==> src/sv/mscomp_pkg.sv <==
`default_nettype none
package mscomp_pkg;

    localparam int FRAC_BITS_DEF = 4;

    // quotient magnitude bits kept by the divider (saturates above)
    localparam int QBITS = 17;
    localparam int DIV_LAT = QBITS + 1;

    localparam int FRONT_STAGES = 6;

    typedef enum logic [1:0] {
        ST_VALID = 2'd0,
        ST_NONE  = 2'd1,
        ST_BAD   = 2'd2
    } status_t;

    typedef enum logic [2:0] {
        REG_XY_OFFSETS = 3'd0,
        REG_XY_CURVE   = 3'd1,
        REG_Z_GAIN     = 3'd2,
        REG_Z_BASE     = 3'd3,
        REG_Z_SLOPE    = 3'd4,
        REG_Z_OFFSET   = 3'd5,
        REG_HALL_REF   = 3'd6
    } cfg_idx_t;

endpackage
`default_nettype wire

==> src/sv/mscomp_div.sv <==
`default_nettype none
// Pipelined restoring divider, one quotient bit per stage after the range-check stage.
// quo = min(floor(num / den), 2^QBITS - 1); num, den unsigned.
module mscomp_div #(
    parameter int W = 70
) (
    input  wire logic                     clk,
    input  wire logic                     ce,
    input  wire logic [W-1:0]             num,
    input  wire logic [W-1:0]             den,
    input  wire logic                     neg_in,
    output logic [mscomp_pkg::QBITS-1:0]  quo,
    output logic                          neg_out
);
    import mscomp_pkg::*;

    logic [W-1:0]     rem_reg [0:QBITS];
    logic [W-1:0]     den_reg [0:QBITS];
    logic [QBITS-1:0] q_reg   [0:QBITS];
    logic             ovf_reg [0:QBITS];
    logic             neg_reg [0:QBITS];

    // stage 0: range check against den * 2^QBITS
    always_ff @(posedge clk)
    begin
        if (ce)
        begin
            rem_reg[0] <= num;
            den_reg[0] <= den;
            q_reg[0]   <= '0;
            ovf_reg[0] <= (num >= (den << QBITS));
            neg_reg[0] <= neg_in;
        end
    end

    for (genvar k = 1; k <= QBITS; k++)
    begin : g_stage
        localparam int SH = QBITS - k;
        logic [W:0]       diff;
        logic             ge;
        logic [QBITS-1:0] q_next;

        always_comb
        begin
            diff       = {1'b0, rem_reg[k-1]} - {1'b0, (den_reg[k-1] << SH)};
            ge         = ~diff[W];
            q_next     = q_reg[k-1];
            q_next[SH] = ge;
        end

        always_ff @(posedge clk)
        begin
            if (ce)
            begin
                rem_reg[k] <= ge ? diff[W-1:0] : rem_reg[k-1];
                den_reg[k] <= den_reg[k-1];
                q_reg[k]   <= q_next;
                ovf_reg[k] <= ovf_reg[k-1];
                neg_reg[k] <= neg_reg[k-1];
            end
        end
    end

    assign quo     = ovf_reg[QBITS] ? '1 : q_reg[QBITS];
    assign neg_out = neg_reg[QBITS];

endmodule
`default_nettype wire
==> config.mk <==
export PLATFORM = sky130hd
export DESIGN_NAME = mscomp_div
export DESIGN_NICKNAME = d
export VERILOG_FILES = /design/src/sv/mscomp_pkg.sv /design/src/sv/mscomp_div.sv
export SDC_FILE = /design/constraint.sdc
export NUM_CORES = 2
export LEC_CHECK = 0
export BUFFER_PORTS_ARGS = -buffer_cell sky130_fd_sc_hd__buf_2
export CAP_MARGIN = 25
export CORE_MARGIN = 10
export CORE_UTILIZATION = 45
export CTS_CLUSTER_DIAMETER = 40
export DETAILED_ROUTE_END_ITERATION = 10
export GPL_TIMING_DRIVEN = 0
export PLACE_DENSITY = 0.61
export RECOVER_POWER = 25
export SLEW_MARGIN = 0
export SYNTH_ARGS = -nofsm -noshare
export SYNTH_HDL_FRONTEND = slang
export SYNTH_SLANG_ARGS = --single-unit
==> constraint.sdc <==
create_clock -name clk -period 5.8 [get_ports clk]
set_clock_uncertainty 0.1 [all_clocks]
set_input_delay 0.87 -clock clk [delete_from_list [all_inputs] [get_ports clk]]
set_output_delay 0.87 -clock clk [all_outputs]
set_load 0.01 [all_outputs]
======== Yosys cells after proc, flatten, opt, wreduce, memory -nomap -nowiden ========
Memory sizes are Yosys's and may differ from the RTL's.
Index checks and enable logic that the tools add are counted.
cells by class
  add/subtract/negate cells ............... 17
  $lt $le $gt $ge ......................... 1
  muxes and demuxes ....................... 20
  bitwise operators ....................... 17
operators with widths
  cell              number
  $sub A70 B70 Y71  17
  $mux W70          17
  $ge A70 B70 Y1    1
  $mux W17          1
  $not A1 Y1        17
  $mux W1           2
storage, ports and cells
  bits in registers ....................... 0
  RAM bits ................................ 2862
  output and inout port bits .............. 18
  word-level logic and storage cells ...... 60
  memories ................................ 5
memory list
  name     words  bits a word  read ports  clocked after memory_dff  wr ports  line              RTL
  den_reg  18     70           17          0                         18        mscomp_div.sv:18  logic [W-1:0] den_reg [0:QBITS];
  rem_reg  18     70           17          0                         18        mscomp_div.sv:17  logic [W-1:0] rem_reg [0:QBITS];
  q_reg    18     17           18          0                         18        mscomp_div.sv:19  logic [QBITS-1:0] q_reg [0:QBITS];
  neg_reg  18     1            18          0                         18        mscomp_div.sv:21  logic neg_reg [0:QBITS];
  ovf_reg  18     1            18          0                         18        mscomp_div.sv:20  logic ovf_reg [0:QBITS];

======== Depth between registers and ports, before layout ========
  word-level depth ........................ 2
  depth in mapped cells ................... 17
  gate-level depth less buffers ........... 15

======== Worst setup path after synthesis ========
No wires, ideal clock.
  path type ............................... register -> register
  from .................................... memory den_reg[8][0]
  to ...................................... memory rem_reg[9][66], data pin
  library setup time ...................... 0.260 ns
  data arrival time ....................... 3.766 ns
  required time ........................... 5.440 ns
  setup slack ............................. 1.674 ns
  stages on the path, launching flop included .. 16
  path through ............................ edfxtp_1 > ha_1 > fa_1 > nand2b_1 > a21oi_1 > o21bai_1 > a2bb2oi_2 > a41oi_1 > o41ai_2 > a21oi_1 > o21ai_1 > nand4b_1 > a21o_1 > clkbuf_1 > buf_2 > mux2_2
RTL lines
  item             line
  start, declared  mscomp_div.sv:18
  end, declared    mscomp_div.sv:17

==> impl_metrics.json <==
{
  "status": "complete, no violations",
  "avgSynthCellArea_um2": 10.86,
  "cts_tree": "done",
  "synth-compound-area-share_pct": 16.27,
  "drt_wl_total_um": 347200,
  "antenna_left": 0,
  "ys_seq_area_share_pct": 51.50,
  "grt_max_degree": 193,
  "crit_fanout": 10,
  "cap_violations": 0,
  "drive_gt1_share_pct": 9.972,
  "nets": 15830,
  "cts_sinks": 2569,
  "yosysTopAreaCell": "edfxtp_1",
  "synthArstFlopShare_pct": 0,
  "grt_pass1_wl_um": 548600,
  "synth.area.mux_share_pct": 3.442,
  "slew_headroom_pct": 29.71,
  "core_mm2": 0.3308,
  "io_pins": 161,
  "fp-row-count": 211,
  "crit_required_ns": 6.34,
  "worst-setup-path-type": "reg2reg",
  "fin_crit_ns": 5.703,
  "route.vias.total": 102500,
  "final_max_slew_viol_count": 0,
  "path_cells": "buf_12 > inv_1 > ha_1 > fa_1 > nor2b_1 > o31ai_1 > a21oi_1 > a21boi_0 > a31oi_2 > a2111o_1 > a21oi_1 > o21ai_0 > nand2_2 > clkbuf_2 > buf_1 > buf_8 > nand2_1 > o41ai_1",
  "hpwlAfterDp_um": 270400,
  "synthCells": 13790,
  "hp-class": "in2reg",
  "worst_setup_path_start_kind": "flop",
  "die_y_um": 596.9,
  "initial_utilization_pct": 45.28,
  "cp_common_cell": "a21oi_1",
  "dieArea_mm2": 0.3563,
  "cts_made_buffers": 403,
  "ys_top_cells_by_area": "edfxtp_1 52%, ha_1 9.2%, a21oi_1 5.1%, inv_1 3.4%, a21o_1 3.1%",
  "antenna_found_initial": 4,
  "slowest_stage": "a31oi_2",
  "setup_viol": 0,
  "drcViolationCount": 0,
  "yosys_warnings": 0,
  "clk_pin_slew_worst_paths_ns": 0.06,
  "synth-edff-count": 2569,
  "cts_root_buffer": "clkbuf_16",
  "gp_congestion": 0.9407,
  "ys_seq_elements": 2569,
  "netlist.area_leader.share_pct": 51.50,
  "place.port_buffers": 160,
  "synthAdderAreaFrac_pct": 9.453,
  "wl_per_cell_um": 18.01,
  "worst_ir_drop_vdd_mv": 0.3354,
  "synthSimpleGateAreaFrac_pct": 9.449,
  "cpPeakStageDelay_ns": 0.54,
  "powerDensity_mw_per_mm2": 556.9,
  "synth_area_mm2": 0.1498,
  "syn_nets": 15060,
  "area_growth_syn_to_layout_pct": 14.93,
  "yosysUniqueCellTypes": 92,
  "dieWidth_um": 596.9,
  "fmax_mhz": 175.4,
  "grtUsageTotal_pct": 18.84,
  "yosys-top-cells-count": "2569 x edfxtp_1, 1531 x a21oi_1, 1375 x inv_1",
  "p_leak_uw": 0.07057,
  "synth_xor_xnor_area_share_pct": 5.181,
  "total_power_uw": 95870,
  "worstPathArrival_ns": 6.25,
  "synth_ff_type": "edfxtp_1",
  "gr-total-overflow": 0,
  "h-tree-depth": 5,
  "clk_path_buf_depth": 4,
  "first_global_vias": 105400,
  "hold_viol": 0,
  "tightest_slew_ns": 1.043,
  "cp-end-kind": "flop",
  "min_period_over_period_pct": 98.32,
  "synth_most_common_cell": "edfxtp_1",
  "worstSkewPairLatency_ns": 0.92,
  "dr.pass1.iters": 8,
  "tns_ns": 0,
  "synth_top_family_by_area": "compound AO/OA/AOI/OAI gates",
  "viasPerCell": 5.316,
  "drt-initial-drc-count": 5310
}
[cell type report]
cell class	instances	area [µm²]
Antenna cell	23	57.56
Buffer	465	1883
Clock buffer	447	10310
Clock inverter	290	3010
Fill cell	29360	158700
Inverter	1378	5176
Multi-Input combinational cell	9379	65720
Sequential cell	2569	77140
Tap cell	4366	5463
Timing Repair Buffer	364	3369
[routing by layer]
metal / track usage, % / wire length [µm] / up-vias
li1: - / - / 52320
met1: 20.38 / 136700 / 47310
met2: 34.69 / 174500 / 1897
met3: 1.963 / 9626 / 978
met4: 12.62 / 26400 / 0
met5: 0 / 0 / -
[logic make-up after synthesis]
| kind of cell | count (synthesis) |
|---|---|
| simple gates | 2985 |
| fa+ha+maj | 1122 |
| mux | 454 |
| xor+xnor | 886 |
| flops | 2569 |
| buf+inv | 1844 |
| compound gates | 3932 |
[final timing paths]
check | start | endpoint | slack (ns) | depth (start not counted)
max | rem_reg[10][6] | rem_reg[11][67] | 0.1 | 18
min reg2reg | q_reg[6][15] | q_reg[7][15] | 0.30 | 0
min | den[3] | den_reg[0][3] | 0.14 | 1
max reg2reg | rem_reg[10][6] | rem_reg[11][67] | 0.1 | 18
[worst max-delay path: cells and delay by family, from the launching register on]
kind,cells,cell delay (ns)
AO/OA/AOI/OAI,8,2.47
buffers and inverters,5,1.18
AND/OR/NAND/NOR,3,0.62
adder cells (fa/ha/maj),2,0.61
flip-flops,1,0.37
[power by group]
group / leakage (µW) / switching, µW / total [µW] / internal, µW
sequential: 0.0251 / 2330 / 29100 / 26800
clock: 0.00640 / 8790 / 23300 / 14500
combinational: 0.0391 / 25600 / 43500 / 17900
[through the flow]
step | cell area, µm² | utilization, % | cells | hold slack [ns] | setup WS (ns)
final | 172100 | 52.04 | 19280 | 0.1417 | 0.09745
after global routing | 172100 | 52.04 | 19280 | 0.09760 | -0.02159
after CTS | 172000 | 52.00 | 19260 | 0.0009600 | 0.004597
after detailed placement | 157200 | 47.52 | 18380 | 0.3045 | -1.029
after global placement | 156000 | 47.17 | 18320 | 0.3001 | -36.73
after floorplan | 149800 | - | 13790 | 0.3003 | 1.674
[placed cells by master (no fill, tap or decap), drive strengths merged, types with 428 or more instances in the layout]
cell,instances
nor2,940
mux2,428
ha,1106
a21oi,1531
xnor2,520
a21o,621
clkbuf,848
inv,1453
nand2,805
edfxtp,2569
o21ai,726
[what timing repair did]
item                                    4_1_cts  5_1_grt
setup buffers                                 5        3
hold buffers                                133        0
cloned                                        0        1
hold endpoints to repair                    133        0
resized for setup                            24       13
pin swaps                                     2        1
endpoints found under the setup margin      529      189
No activity file was read; power rests on OpenSTA's default activity.
